File: config.mk
export PLATFORM = sky130hd
export DESIGN_NAME = k_radius_moving_average_unit_flat
export DESIGN_NICKNAME = d
export VERILOG_FILES = /design/src/rtl/krma_pkg.sv /design/src/rtl/krma_in_if.sv /design/src/rtl/krma_out_if.sv /design/src/rtl/k_radius_moving_average_unit.sv /design/src/rtl/krma_div.sv /design/src/rtl/krma_ctrl.sv /design/src/rtl/krma_dp.sv /design/src/flat_wrapper.sv
export SDC_FILE = /design/constraint.sdc
export NUM_CORES = 2
export LEC_CHECK = 0
export BUFFER_PORTS_ARGS = -buffer_cell sky130_fd_sc_hd__buf_2
export CAP_MARGIN = 20
export CELL_PAD_IN_SITES_DETAIL_PLACEMENT = 0
export CELL_PAD_IN_SITES_GLOBAL_PLACEMENT = 1
export CORE_MARGIN = 1.5
export CORE_UTILIZATION = 53
export DETAILED_ROUTE_END_ITERATION = 6
export PLACE_DENSITY_LB_ADDON = 0.1
export SYNTH_ARGS = -nofsm -noshare
export SYNTH_HDL_FRONTEND = slang
export SYNTH_SLANG_ARGS = --single-unit
File: constraint.sdc
create_clock -name clk -period 8.3 [get_ports clk]
set_input_delay 1.66 -clock clk [delete_from_list [all_inputs] [get_ports clk]]
set_output_delay 1.66 -clock clk [all_outputs]
set_load 0.01 [all_outputs]
File: src/rtl/krma_pkg.sv
`timescale 1ns / 1ps
// ----------------------------------------------------------------------------
// krma_pkg
// Shared constants and the command and status types that join the
// controller of the moving average unit to its datapath.
// ----------------------------------------------------------------------------
package krma_pkg;

  // Default configuration of the block.
  localparam int MAX_RADIUS_DEF  = 31;
  localparam int SAMPLE_BITS_DEF = 32;

  // Fixed field widths.
  localparam int DATA_BITS   = 32;
  localparam int SUM_BITS    = 38;
  localparam int RADIUS_BITS = 5;

  // Configuration port.
  localparam int APB_ADDR_BITS = 3;
  localparam int APB_DATA_BITS = 32;
  localparam logic REG_RADIUS  = 1'b0;

  // Commands from the controller to the datapath.
  typedef struct packed {
    logic accept;
    logic rd;
    logic upd;
    logic div_start;
    logic emit_main;
    logic emit_tail;
  } krma_cmd_t;

  // Status from the datapath to the controller.
  typedef struct packed {
    logic has_main;
    logic main_valid;
    logic last;
    logic div_busy;
    logic out_free;
    logic rem_zero;
    logic rem_one;
  } krma_status_t;

endpackage

File: src/rtl/krma_in_if.sv
`timescale 1ns / 1ps
// ----------------------------------------------------------------------------
// krma_in_if
// Sample channel: one signed sample and its end-of-sequence flag per transfer.
// ----------------------------------------------------------------------------
interface krma_in_if import krma_pkg::*; ();
  logic                        valid;
  logic                        ready;
  logic signed [DATA_BITS-1:0] sample;
  logic                        seq_end;

  modport source (output valid, output sample, output seq_end, input ready);
  modport sink   (input valid, input sample, input seq_end, output ready);
endinterface

File: src/rtl/krma_out_if.sv
`timescale 1ns / 1ps
// ----------------------------------------------------------------------------
// krma_out_if
// Result channel: one average with its valid and final flags per transfer.
// ----------------------------------------------------------------------------
interface krma_out_if import krma_pkg::*; ();
  logic                        valid;
  logic                        ready;
  logic signed [DATA_BITS-1:0] average;
  logic                        valid_res;
  logic                        final_res;

  modport source (output valid, output average, output valid_res, output final_res,
                  input ready);
  modport sink   (input valid, input average, input valid_res, input final_res,
                  output ready);
endinterface

File: src/rtl/k_radius_moving_average_unit.sv
`timescale 1ns / 1ps
// ----------------------------------------------------------------------------
// k_radius_moving_average_unit
// Centered moving average of radius k over sequences of signed samples.
// ----------------------------------------------------------------------------
// The unit takes one sample at a time and returns, in index order, the mean of
// the 2k+1 samples centered on each index, truncated toward zero; indices
// within k of either end of the sequence come out flagged invalid with a zero
// average. A sample passes through the accept, read and update steps. One that
// releases a valid result then waits in the divide step, where the divider
// delivers one quotient bit of the 38-bit window sum per cycle, before its
// emit step; one that releases an invalid result goes straight to its emit
// step. The last sample of a sequence hands out each trailing invalid result
// in the tail step. Each result waits longer while the result register is
// still full. The result register lets the next sample enter while a result
// waits to be taken. The user must write the radius register (byte address 0)
// only while the unit is idle; the unit itself does not enforce this.
// ----------------------------------------------------------------------------
module k_radius_moving_average_unit import krma_pkg::*; #(
  parameter int MAX_RADIUS  = MAX_RADIUS_DEF,
  parameter int SAMPLE_BITS = SAMPLE_BITS_DEF
) (
  input  logic                     clk,
  input  logic                     rst,
  input  logic                     psel,
  input  logic                     penable,
  input  logic                     pwrite,
  input  logic [APB_ADDR_BITS-1:0] paddr,
  input  logic [APB_DATA_BITS-1:0] pwdata,
  output logic [APB_DATA_BITS-1:0] prdata,
  output logic                     pready,
  krma_in_if.sink                  in_ch,
  krma_out_if.source               out_ch
);

  logic [RADIUS_BITS-1:0] radius;
  krma_cmd_t              cmd;
  krma_status_t           status;

  // Configuration register.
  assign pready = 1'b1;

  always_ff @(posedge clk) begin
    if (rst) begin
      radius <= '0;
    end else if (psel && penable && pwrite && (paddr[2] == REG_RADIUS)) begin
      radius <= pwdata[RADIUS_BITS-1:0];
    end
  end

  assign prdata = (paddr[2] == REG_RADIUS)
                ? {{(APB_DATA_BITS-RADIUS_BITS){1'b0}}, radius} : '0;

  // Sequencer.
  krma_ctrl u_ctrl (
    .clk      (clk),
    .rst      (rst),
    .in_valid (in_ch.valid),
    .in_ready (in_ch.ready),
    .status   (status),
    .cmd      (cmd)
  );

  // Datapath.
  krma_dp #(
    .MAX_RADIUS  (MAX_RADIUS),
    .SAMPLE_BITS (SAMPLE_BITS)
  ) u_dp (
    .clk       (clk),
    .rst       (rst),
    .cmd       (cmd),
    .status    (status),
    .radius    (radius),
    .sample    (in_ch.sample),
    .seq_end   (in_ch.seq_end),
    .out_ready (out_ch.ready),
    .out_valid (out_ch.valid),
    .average   (out_ch.average),
    .valid_res (out_ch.valid_res),
    .final_res (out_ch.final_res)
  );

endmodule

File: src/rtl/krma_div.sv
`timescale 1ns / 1ps
// ----------------------------------------------------------------------------
// krma_div
// Iterative signed divider: a window sum divided by the window length,
// truncated toward zero, one quotient bit per cycle.
// ----------------------------------------------------------------------------
module krma_div import krma_pkg::*; #(
  parameter int DW = 6
) (
  input  logic                        clk,
  input  logic                        rst,
  input  logic                        start,
  input  logic signed [SUM_BITS-1:0]  dividend,
  input  logic        [DW-1:0]        divisor,
  output logic                        busy,
  output logic signed [DATA_BITS-1:0] quotient
);

  localparam int CNT_BITS = $clog2(SUM_BITS + 1);

  logic [CNT_BITS-1:0] cnt;
  logic [SUM_BITS-1:0] quo;
  logic [DW-1:0]       rem;
  logic [DW-1:0]       dvs;
  logic                neg;
  logic [DW:0]         shifted;
  logic                take;
  logic [SUM_BITS-1:0] signed_quo;

  // One restoring step: bring down the next dividend bit and try a subtract.
  always_comb begin
    shifted = {rem, quo[SUM_BITS-1]};
    take    = shifted >= {1'b0, dvs};
  end

  always_ff @(posedge clk) begin
    if (rst) begin
      cnt <= '0;
    end else if (start) begin
      cnt <= CNT_BITS'(SUM_BITS);
    end else if (cnt != '0) begin
      cnt <= cnt - 1'b1;
    end
  end

  // Work on the magnitude; the sign is restored at the end.
  always_ff @(posedge clk) begin
    if (start) begin
      neg <= dividend[SUM_BITS-1];
      quo <= dividend[SUM_BITS-1] ? SUM_BITS'(-dividend) : SUM_BITS'(dividend);
      rem <= '0;
      dvs <= divisor;
    end else if (cnt != '0) begin
      if (take) begin
        rem <= DW'(shifted - {1'b0, dvs});
      end else begin
        rem <= shifted[DW-1:0];
      end
      quo <= {quo[SUM_BITS-2:0], take};
    end
  end

  assign signed_quo = neg ? (~quo + 1'b1) : quo;
  assign quotient   = signed_quo[DATA_BITS-1:0];
  assign busy       = cnt != '0;

endmodule

File: src/rtl/krma_ctrl.sv
`timescale 1ns / 1ps
// ----------------------------------------------------------------------------
// krma_ctrl
// Sequencer of the moving average unit: takes one sample, reads the sample
// that leaves the window, updates the sum, divides and hands out results.
// ----------------------------------------------------------------------------
module krma_ctrl import krma_pkg::*; (
  input  logic         clk,
  input  logic         rst,
  input  logic         in_valid,
  output logic         in_ready,
  input  krma_status_t status,
  output krma_cmd_t    cmd
);

  localparam logic [2:0] S_IDLE   = 3'd0;
  localparam logic [2:0] S_READ   = 3'd1;
  localparam logic [2:0] S_UPDATE = 3'd2;
  localparam logic [2:0] S_DIVIDE = 3'd3;
  localparam logic [2:0] S_EMIT   = 3'd4;
  localparam logic [2:0] S_TAIL   = 3'd5;

  logic [2:0] state;
  logic [2:0] state_next;

  assign in_ready = state == S_IDLE;

  // Next state and command decode.
  always_comb begin
    state_next = state;
    cmd        = '0;
    case (state)
      S_IDLE: begin
        if (in_valid) begin
          cmd.accept = 1'b1;
          state_next = S_READ;
        end
      end
      S_READ: begin
        cmd.rd     = 1'b1;
        state_next = S_UPDATE;
      end
      S_UPDATE: begin
        cmd.upd = 1'b1;
        if (status.has_main) begin
          if (status.main_valid) begin
            cmd.div_start = 1'b1;
            state_next    = S_DIVIDE;
          end else begin
            state_next = S_EMIT;
          end
        end else if (status.last) begin
          state_next = S_TAIL;
        end else begin
          state_next = S_IDLE;
        end
      end
      S_DIVIDE: begin
        if (!status.div_busy) begin
          state_next = S_EMIT;
        end
      end
      S_EMIT: begin
        if (status.out_free) begin
          cmd.emit_main = 1'b1;
          state_next    = status.rem_zero ? S_IDLE : S_TAIL;
        end
      end
      S_TAIL: begin
        if (status.out_free) begin
          cmd.emit_tail = 1'b1;
          if (status.rem_one) begin
            state_next = S_IDLE;
          end
        end
      end
      default: begin
        state_next = S_IDLE;
      end
    endcase
  end

  always_ff @(posedge clk) begin
    if (rst) begin
      state <= S_IDLE;
    end else begin
      state <= state_next;
    end
  end

endmodule

File: src/rtl/krma_dp.sv
`timescale 1ns / 1ps
// ----------------------------------------------------------------------------
// krma_dp
// Datapath: circular sample store, exact window sum, sample count, divider,
// trailing-result counter and the result register.
// ----------------------------------------------------------------------------
module krma_dp import krma_pkg::*; #(
  parameter int MAX_RADIUS  = MAX_RADIUS_DEF,
  parameter int SAMPLE_BITS = SAMPLE_BITS_DEF
) (
  input  logic                        clk,
  input  logic                        rst,
  input  krma_cmd_t                   cmd,
  output krma_status_t                status,
  input  logic [RADIUS_BITS-1:0]      radius,
  input  logic signed [DATA_BITS-1:0] sample,
  input  logic                        seq_end,
  input  logic                        out_ready,
  output logic                        out_valid,
  output logic signed [DATA_BITS-1:0] average,
  output logic                        valid_res,
  output logic                        final_res
);

  localparam int DEPTH = 2 * MAX_RADIUS + 1;
  localparam int KW    = $clog2(MAX_RADIUS + 1);
  localparam int CW    = KW + 1;
  localparam int AW    = $clog2(DEPTH);

  logic [SAMPLE_BITS-1:0] mem [DEPTH];

  logic [SAMPLE_BITS-1:0] x_reg;
  logic [SAMPLE_BITS-1:0] rdata;
  logic                   last_reg;
  logic [KW-1:0]          k_reg;
  logic [CW-1:0]          w_reg;
  logic [CW-1:0]          c_reg;
  logic [CW-1:0]          count;
  logic [SUM_BITS-1:0]    sum;
  logic [AW-1:0]          wp;
  logic [KW-1:0]          rem;

  logic [KW-1:0]          k_cur;
  logic [CW-1:0]          w_cur;
  logic [AW:0]            raddr_raw;
  logic [AW-1:0]          raddr;
  logic [SUM_BITS-1:0]    x_ext;
  logic [SUM_BITS-1:0]    old_ext;
  logic [SUM_BITS-1:0]    sum_next;
  logic [CW:0]            c_inc;
  logic [KW-1:0]          rem_load;
  logic                   div_busy;
  logic signed [DATA_BITS-1:0] quotient;

  // Effective radius and window length from the register.
  always_comb begin
    k_cur = (radius > RADIUS_BITS'(MAX_RADIUS)) ? KW'(MAX_RADIUS) : radius[KW-1:0];
    w_cur = {k_cur, 1'b1};
  end

  // Latch the sample and the window geometry at the input transfer.
  always_ff @(posedge clk) begin
    if (cmd.accept) begin
      x_reg    <= sample[SAMPLE_BITS-1:0];
      last_reg <= seq_end;
      k_reg    <= k_cur;
      w_reg    <= w_cur;
      c_reg    <= (count > w_cur) ? w_cur : count;
    end
  end

  // The leaving sample was written w transfers ago.
  always_comb begin
    raddr_raw = {1'b0, wp} + (AW+1)'(DEPTH) - (AW+1)'(w_reg);
    raddr = (raddr_raw >= (AW+1)'(DEPTH)) ? AW'(raddr_raw - (AW+1)'(DEPTH))
                                          : raddr_raw[AW-1:0];
  end

  // Sample store: read before the slot is overwritten.
  always_ff @(posedge clk) begin
    if (cmd.rd) begin
      rdata <= mem[raddr];
    end
    if (cmd.upd) begin
      mem[wp] <= x_reg;
    end
  end

  // New window sum, count and trailing-result count.
  always_comb begin
    x_ext    = {{(SUM_BITS-SAMPLE_BITS){x_reg[SAMPLE_BITS-1]}}, x_reg};
    old_ext  = {{(SUM_BITS-SAMPLE_BITS){rdata[SAMPLE_BITS-1]}}, rdata};
    sum_next = sum - ((c_reg >= w_reg) ? old_ext : '0) + x_ext;
    c_inc    = {1'b0, c_reg} + 1'b1;
    rem_load = (c_inc < {2'b00, k_reg}) ? KW'(c_inc) : k_reg;
  end

  always_ff @(posedge clk) begin
    if (rst) begin
      sum   <= '0;
      count <= '0;
      wp    <= '0;
      rem   <= '0;
    end else begin
      if (cmd.upd) begin
        wp <= (wp == AW'(DEPTH - 1)) ? '0 : wp + 1'b1;
        if (last_reg) begin
          sum   <= '0;
          count <= '0;
          rem   <= rem_load;
        end else begin
          sum   <= sum_next;
          count <= (c_inc < {1'b0, w_reg}) ? CW'(c_inc) : w_reg;
          rem   <= '0;
        end
      end else if (cmd.emit_tail) begin
        rem <= rem - 1'b1;
      end
    end
  end

  krma_div #(
    .DW (CW)
  ) u_div (
    .clk      (clk),
    .rst      (rst),
    .start    (cmd.div_start),
    .dividend (sum_next),
    .divisor  (w_reg),
    .busy     (div_busy),
    .quotient (quotient)
  );

  // Result register; it frees up in the cycle its transfer completes.
  always_ff @(posedge clk) begin
    if (rst) begin
      out_valid <= 1'b0;
    end else if (cmd.emit_main || cmd.emit_tail) begin
      out_valid <= 1'b1;
    end else if (out_ready) begin
      out_valid <= 1'b0;
    end
  end

  always_ff @(posedge clk) begin
    if (cmd.emit_main) begin
      average   <= status.main_valid ? quotient : '0;
      valid_res <= status.main_valid;
      final_res <= last_reg && (rem == '0);
    end else if (cmd.emit_tail) begin
      average   <= '0;
      valid_res <= 1'b0;
      final_res <= rem == KW'(1);
    end
  end

  // Status toward the controller.
  always_comb begin
    status.has_main   = c_reg >= {1'b0, k_reg};
    status.main_valid = c_reg >= {k_reg, 1'b0};
    status.last       = last_reg;
    status.div_busy   = div_busy;
    status.out_free   = !out_valid || out_ready;
    status.rem_zero   = rem == '0;
    status.rem_one    = rem == KW'(1);
  end

endmodule

File: src/flat_wrapper.sv
// flat-port wrapper written by rule: the top's interface ports become plain ports
module k_radius_moving_average_unit_flat import krma_pkg::*;
#(
  parameter int MAX_RADIUS  = MAX_RADIUS_DEF,
  parameter int SAMPLE_BITS = SAMPLE_BITS_DEF
)
  (clk, rst, psel, penable, pwrite, paddr, pwdata, prdata, pready, in_ch_valid, in_ch_sample, in_ch_seq_end, in_ch_ready, out_ch_valid, out_ch_average, out_ch_valid_res, out_ch_final_res, out_ch_ready);
  krma_in_if in_ch_i ();
  krma_out_if out_ch_i ();
  input  logic clk;
  input  logic rst;
  input  logic psel;
  input  logic penable;
  input  logic pwrite;
  input  logic [APB_ADDR_BITS-1:0] paddr;
  input  logic [APB_DATA_BITS-1:0] pwdata;
  output logic [APB_DATA_BITS-1:0] prdata;
  output logic pready;
  input wire logic [$bits(in_ch_i.valid)-1:0] in_ch_valid;
  input wire logic [$bits(in_ch_i.sample)-1:0] in_ch_sample;
  input wire logic [$bits(in_ch_i.seq_end)-1:0] in_ch_seq_end;
  output wire logic [$bits(in_ch_i.ready)-1:0] in_ch_ready;
  output wire logic [$bits(out_ch_i.valid)-1:0] out_ch_valid;
  output wire logic [$bits(out_ch_i.average)-1:0] out_ch_average;
  output wire logic [$bits(out_ch_i.valid_res)-1:0] out_ch_valid_res;
  output wire logic [$bits(out_ch_i.final_res)-1:0] out_ch_final_res;
  input wire logic [$bits(out_ch_i.ready)-1:0] out_ch_ready;
  assign in_ch_i.valid = in_ch_valid;
  assign in_ch_i.sample = in_ch_sample;
  assign in_ch_i.seq_end = in_ch_seq_end;
  assign in_ch_ready = in_ch_i.ready;
  assign out_ch_valid = out_ch_i.valid;
  assign out_ch_average = out_ch_i.average;
  assign out_ch_valid_res = out_ch_i.valid_res;
  assign out_ch_final_res = out_ch_i.final_res;
  assign out_ch_i.ready = out_ch_ready;
  k_radius_moving_average_unit #(.MAX_RADIUS(MAX_RADIUS), .SAMPLE_BITS(SAMPLE_BITS)) u_core (.clk(clk), .rst(rst), .psel(psel), .penable(penable), .pwrite(pwrite), .paddr(paddr), .pwdata(pwdata), .prdata(prdata), .pready(pready), .in_ch(in_ch_i), .out_ch(out_ch_i));
endmodule
==> key figures <==
Run status
  – Status: complete, no violations

Critical path
  – Critical path capture point type: flip-flop
  – Crit path buf inv count: 4
  – R2R Path Start: u_core.u_dp.w_reg[3]
  – RR Endpoint: u_core.u_dp.u_div.quo[30]
  – Worst R2R Setup Slack: 1170 ps
  – CP peak stage delay: 990 ps
  – CP cell instances: inv_1, buf_4, ha_1, a21o_1, a21o_1, a21oi_1, nor2b_2, buf_4, nor2b_1, fa_1, inv_1, ha_1, o21a_1, nor2_1, a2111oi_1, o21ai_0, a222oi_1, nand4b_1, or2_1, nor4_2, a31oi_1, xnor2_1, o21ai_0
  – Kind of critical path: reg -> reg
  – WP depth: 23
  – Critical path arrival: 7720 ps
  – Startpoint types: flip-flop
  – Beginning of the critical path: u_core.u_dp.w_reg[3]
  – R2r worst-path depth: 23
  – Worst Path Required: 8890 ps
  – Worst Path Max Fanout: 25
  – CP delay by family, top: compound AO/OA/AOI/OAI gates
  – Slowest-stage cell, CP: a2111oi_1

Detailed routing
  – Post-route ant nets: 0
  – Drt first-iter violations: 7,453
  – Met2 routed WL: 133 mm
  – Met3 WL: 26.0 mm
  – Residual DRC: 0
  – Metal-1 WL: 110 mm
  – WL final: 278 mm
  – Wire per inst: 30.4 µm
  – Via Count: 57,488
  – Highest routed layer: met5
  – Drt via density: 6.29
  – TritonRoute pass-1 iters: 6

Cells and area
  – Most frequent cells in the layout: edfxtp_1 (2,170), nand2_1 (892), a21oi_1 (480)
  – Synthesis-to-finish area growth: 12.7%
  – Ratio of cells with drive above 1 in the final layout: 14.5%
  – Nets@finish: 6,813
  – Largest Register: u_core.u_dp.mem
  – Biggest regs: u_core.u_dp.mem: 2016 flops, u_core.u_dp.sum: 38 flops, u_core.u_dp.u_div.quo: 38 flops
  – Post-Layout Inst Area: 0.106 mm²
  – Commonest non-fill, non-tap cell in the layout: edfxtp_1
  – Max FFs per register: 2,016
  – Fillcell total: 13,381

Global routing
  – Initial antenna violation count: 15
  – Vias in the first global route: 55,377
  – All-Layer GR Usage: 30.9%
  – Largest net degree at the start of global routing: 86
  – Grt ovf: 0
  – First-pass GRT wire length: 396 mm

Pwr
  – Clock power frac: 25.0%
  – Comb power frac: 39.9%
  – Psw: 15,200 µW
  – Leakage: 0.0362 µW
  – Flop pwr share: 35.1%
  – Switching share of total power: 38.4%
  – P per Cell Area: 374 mW/mm²
  – Internal: 24,400 µW
  – Peak VDD IR: 239 µV

Synth
  – Post-synthesis adder-cell area fraction: 1.99%
  – Asr flop ratio synth: 0%
  – Main synth FF type: edfxtp_1
  – Simple-gate share of the synthesized area: 7.63%
  – #FFs+latches synth: 2,246
  – Cells after Synth: 6,392
  – Synth unique cells: 82
  – Mux share of post-synthesis cell area: 7.31%
  – Mapped Area: 0.0938 mm²
  – Compound-Gate Fraction of Synth Area: 8.16%
  – Post-synth EDFFs: 2,170
  – Number of synthesis warnings: 0
  – Main combinational cell family by area after synthesis: compound AO/OA/AOI/OAI gates
  – XOR/XNOR Fraction of Synth Area: 1.16%
  – Sequential area share after synthesis: 71.1%
  – Syn Area/Cell: 14.7 µm²

Timing
  – Fin Hold WS: 454 ps
  – Min Tclk post-route: 7130 ps
  – Final period utilization: 85.9%
  – Max-slew violation total from the final report: 0
  – RSZ-0062 raised after global routing: false
  – Setup violations, final: 0
  – Fin Setup TNS: 0 ps
  – Final hold violation count: 0
  – Maximum achievable frequency: 140 MHz
  – Relative max-transition margin: 24.2%
  – Worst Skew: 36.7 ps
  – Measured slew at the worst slew-check pin: 1130 ps

Min path
  – HP Start: u_core.u_dp.w_reg[4]
  – WHS Path Cells: 0
  – HP Class: reg -> reg
  – Worst Hold End: u_core.u_dp.u_div.dvs[4]

Floorplan
  – Core footprint: 0.176 mm²
  – Boundary Pins: 144
  – # rows: 154
  – Die Span Y: 424 µm
  – Die width: 424 µm
  – Die Footprint: 0.180 mm²
  – Initial core utilization: 53.3%

Clock network
  – Max Root-Sink Buffers: 3
  – CTS Sinks: 2,246
  – Post-CTS Setup Repair Bufs: 0
  – CTS buffer count: 227
  – Resize count post-CTS: 0
  – H-tree depth: 4
  – CTS hold repair buffers: 0
  – CTS clk-pin slew, worst paths: 60 ps
  – CTS Root Cell: clkbuf_16
  – Worst skew pair latency: 880 ps
  – TritonCTS clock tree: built

Run
  – Max Cap Violations: 0

Placed design
  – Placed cell area: 0.0986 mm²
  – Port Buffers: 86
  – GP Congestion: 0.887
  – DP HPWL: 161 mm
==> area by class of cell <==
type | instances | area, µm² | area share (%)
timing repair buffer | 367 | 2860 | 2.71
tap | 2340 | 2930 | 2.77
multi-input combinational | 3583 | 25400 | 24.0
inverter | 188 | 706 | 0.668
sequential | 2246 | 66700 | 63.1
clock buffer | 290 | 5940 | 5.62
antenna | 4 | 10.0 | 0.00947
clock inverter | 125 | 1170 | 1.11
==> worst reg2reg max path: stages, from the launching register on <==
cell	delay (ps)
edfxtp_1	410
inv_1	70
buf_4	170
ha_1	260
a21o_1	160
a21o_1	170
a21oi_1	180
nor2b_2	470
buf_4	390
nor2b_1	110
fa_1	480
inv_1	40
ha_1	420
o21a_1	170
nor2_1	60
a2111oi_1	990
o21ai_0	230
a222oi_1	550
nand4b_1	200
or2_1	340
nor4_2	500
a31oi_1	200
xnor2_1	170
o21ai_0	100
==> power groups by stage <==
stage                     clock [µW]  combinational, µW  sequential [µW]
final                           9900              15800            13900
after global routing           10400              17000            13900
after CTS                      10000              15700            13900
after detailed placement           0              15600            14100
after global placement             0              15500            14100
after floorplan                    0               9700            14200
==> worst max-delay path by stage <==
| stage | end | slack [ps] |
|---|---|---|
| after global routing | u_core.u_dp.u_div.quo[30] | 680 |
| after CTS | u_core.u_dp.u_div.quo[29] | 1260 |
| after detailed placement | u_core.u_dp.u_div.quo[35] | 1300 |
| after global placement | u_core.u_dp.u_div.quo[30] | 1350 |
| final | u_core.u_dp.u_div.quo[30] | 1170 |
| after floorplan | u_core.u_dp.u_div.quo[26] | 2560 |
==> through the flow <==
| stage | total power (µW) | cells | worst slack, ps | util, % |
|---|---|---|---|---|
| 3_3_place_gp | 29600 | 8720 | 1350 | 56.0 |
| 3_5_place_dp | 29700 | 8722 | 1300 | 56.0 |
| 5_1_grt | 41400 | 9140 | 680 | 60.1 |
| 4_1_cts | 39600 | 9137 | 1260 | 60.1 |
| 2_1_floorplan | 23900 | 6418 | 2560 | - |
| 6_report | 39600 | 9143 | 1170 | 60.1 |
==> cells in the mapped netlist (10+ instances only) <==
| library cell | n | area [µm²] |
|---|---|---|
| mux2_2 | 13 | 146 |
| buf_2 | 90 | 450 |
| a22oi_1 | 46 | 345 |
| a211oi_1 | 17 | 128 |
| nor4_1 | 58 | 363 |
| nor2b_1 | 45 | 282 |
| a31oi_1 | 43 | 269 |
| o221ai_1 | 80 | 701 |
| buf_4 | 44 | 330 |
| o21ai_0 | 181 | 906 |
| o21a_1 | 16 | 120 |
| o31ai_1 | 16 | 120 |
| and3_1 | 26 | 163 |
| o41ai_1 | 31 | 272 |
| xnor2_1 | 64 | 561 |
| clkbuf_1 | 218 | 818 |
| mux2i_1 | 229 | 2290 |
| nand2b_1 | 13 | 81.3 |
| o22ai_1 | 75 | 469 |
| dfxtp_1 | 76 | 1520 |
| fa_1 | 40 | 801 |
| mux4_2 | 196 | 4410 |
| a2111oi_0 | 61 | 534 |
| a21o_1 | 27 | 203 |
| nor2_1 | 353 | 1330 |
| nand3_1 | 54 | 270 |
| a21oi_1 | 481 | 2410 |
| ha_1 | 85 | 1060 |
| and2_1 | 13 | 81.3 |
| inv_1 | 188 | 706 |
| o211ai_1 | 13 | 97.6 |
| or4_1 | 10 | 75.1 |
| nor3_1 | 138 | 691 |
| buf_1 | 47 | 176 |
| a311oi_1 | 37 | 324 |
| nand2_1 | 898 | 3370 |
| edfxtp_1 | 2170 | 65200 |
| nand4_1 | 13 | 81.3 |
| xor2_1 | 60 | 526 |
| or3_1 | 17 | 106 |
==> metal layers <==
| metal | up-vias | global-route usage, % |
|---|---|---|
| li1 | 24838 | - |
| met1 | 29495 | 42.5 |
| met2 | 2738 | 50.1 |
| met3 | 411 | 5.68 |
| met4 | 6 | 10.4 |
| met5 | - | 0 |
==> cells by family (layout without fill, tap and decap cells) <==
group,count (synthesis),count (layout)
adders and majority gates,125,125
DFF,2246,2246
buffers and inverters,589,970
muxes,438,438
and+or+nand+nor,1668,1668
AOI/OAI and AO/OA,1200,1200
xor gates and xnor gates,124,124
other,2,32
No activity file was read; power rests on OpenSTA's default activity.
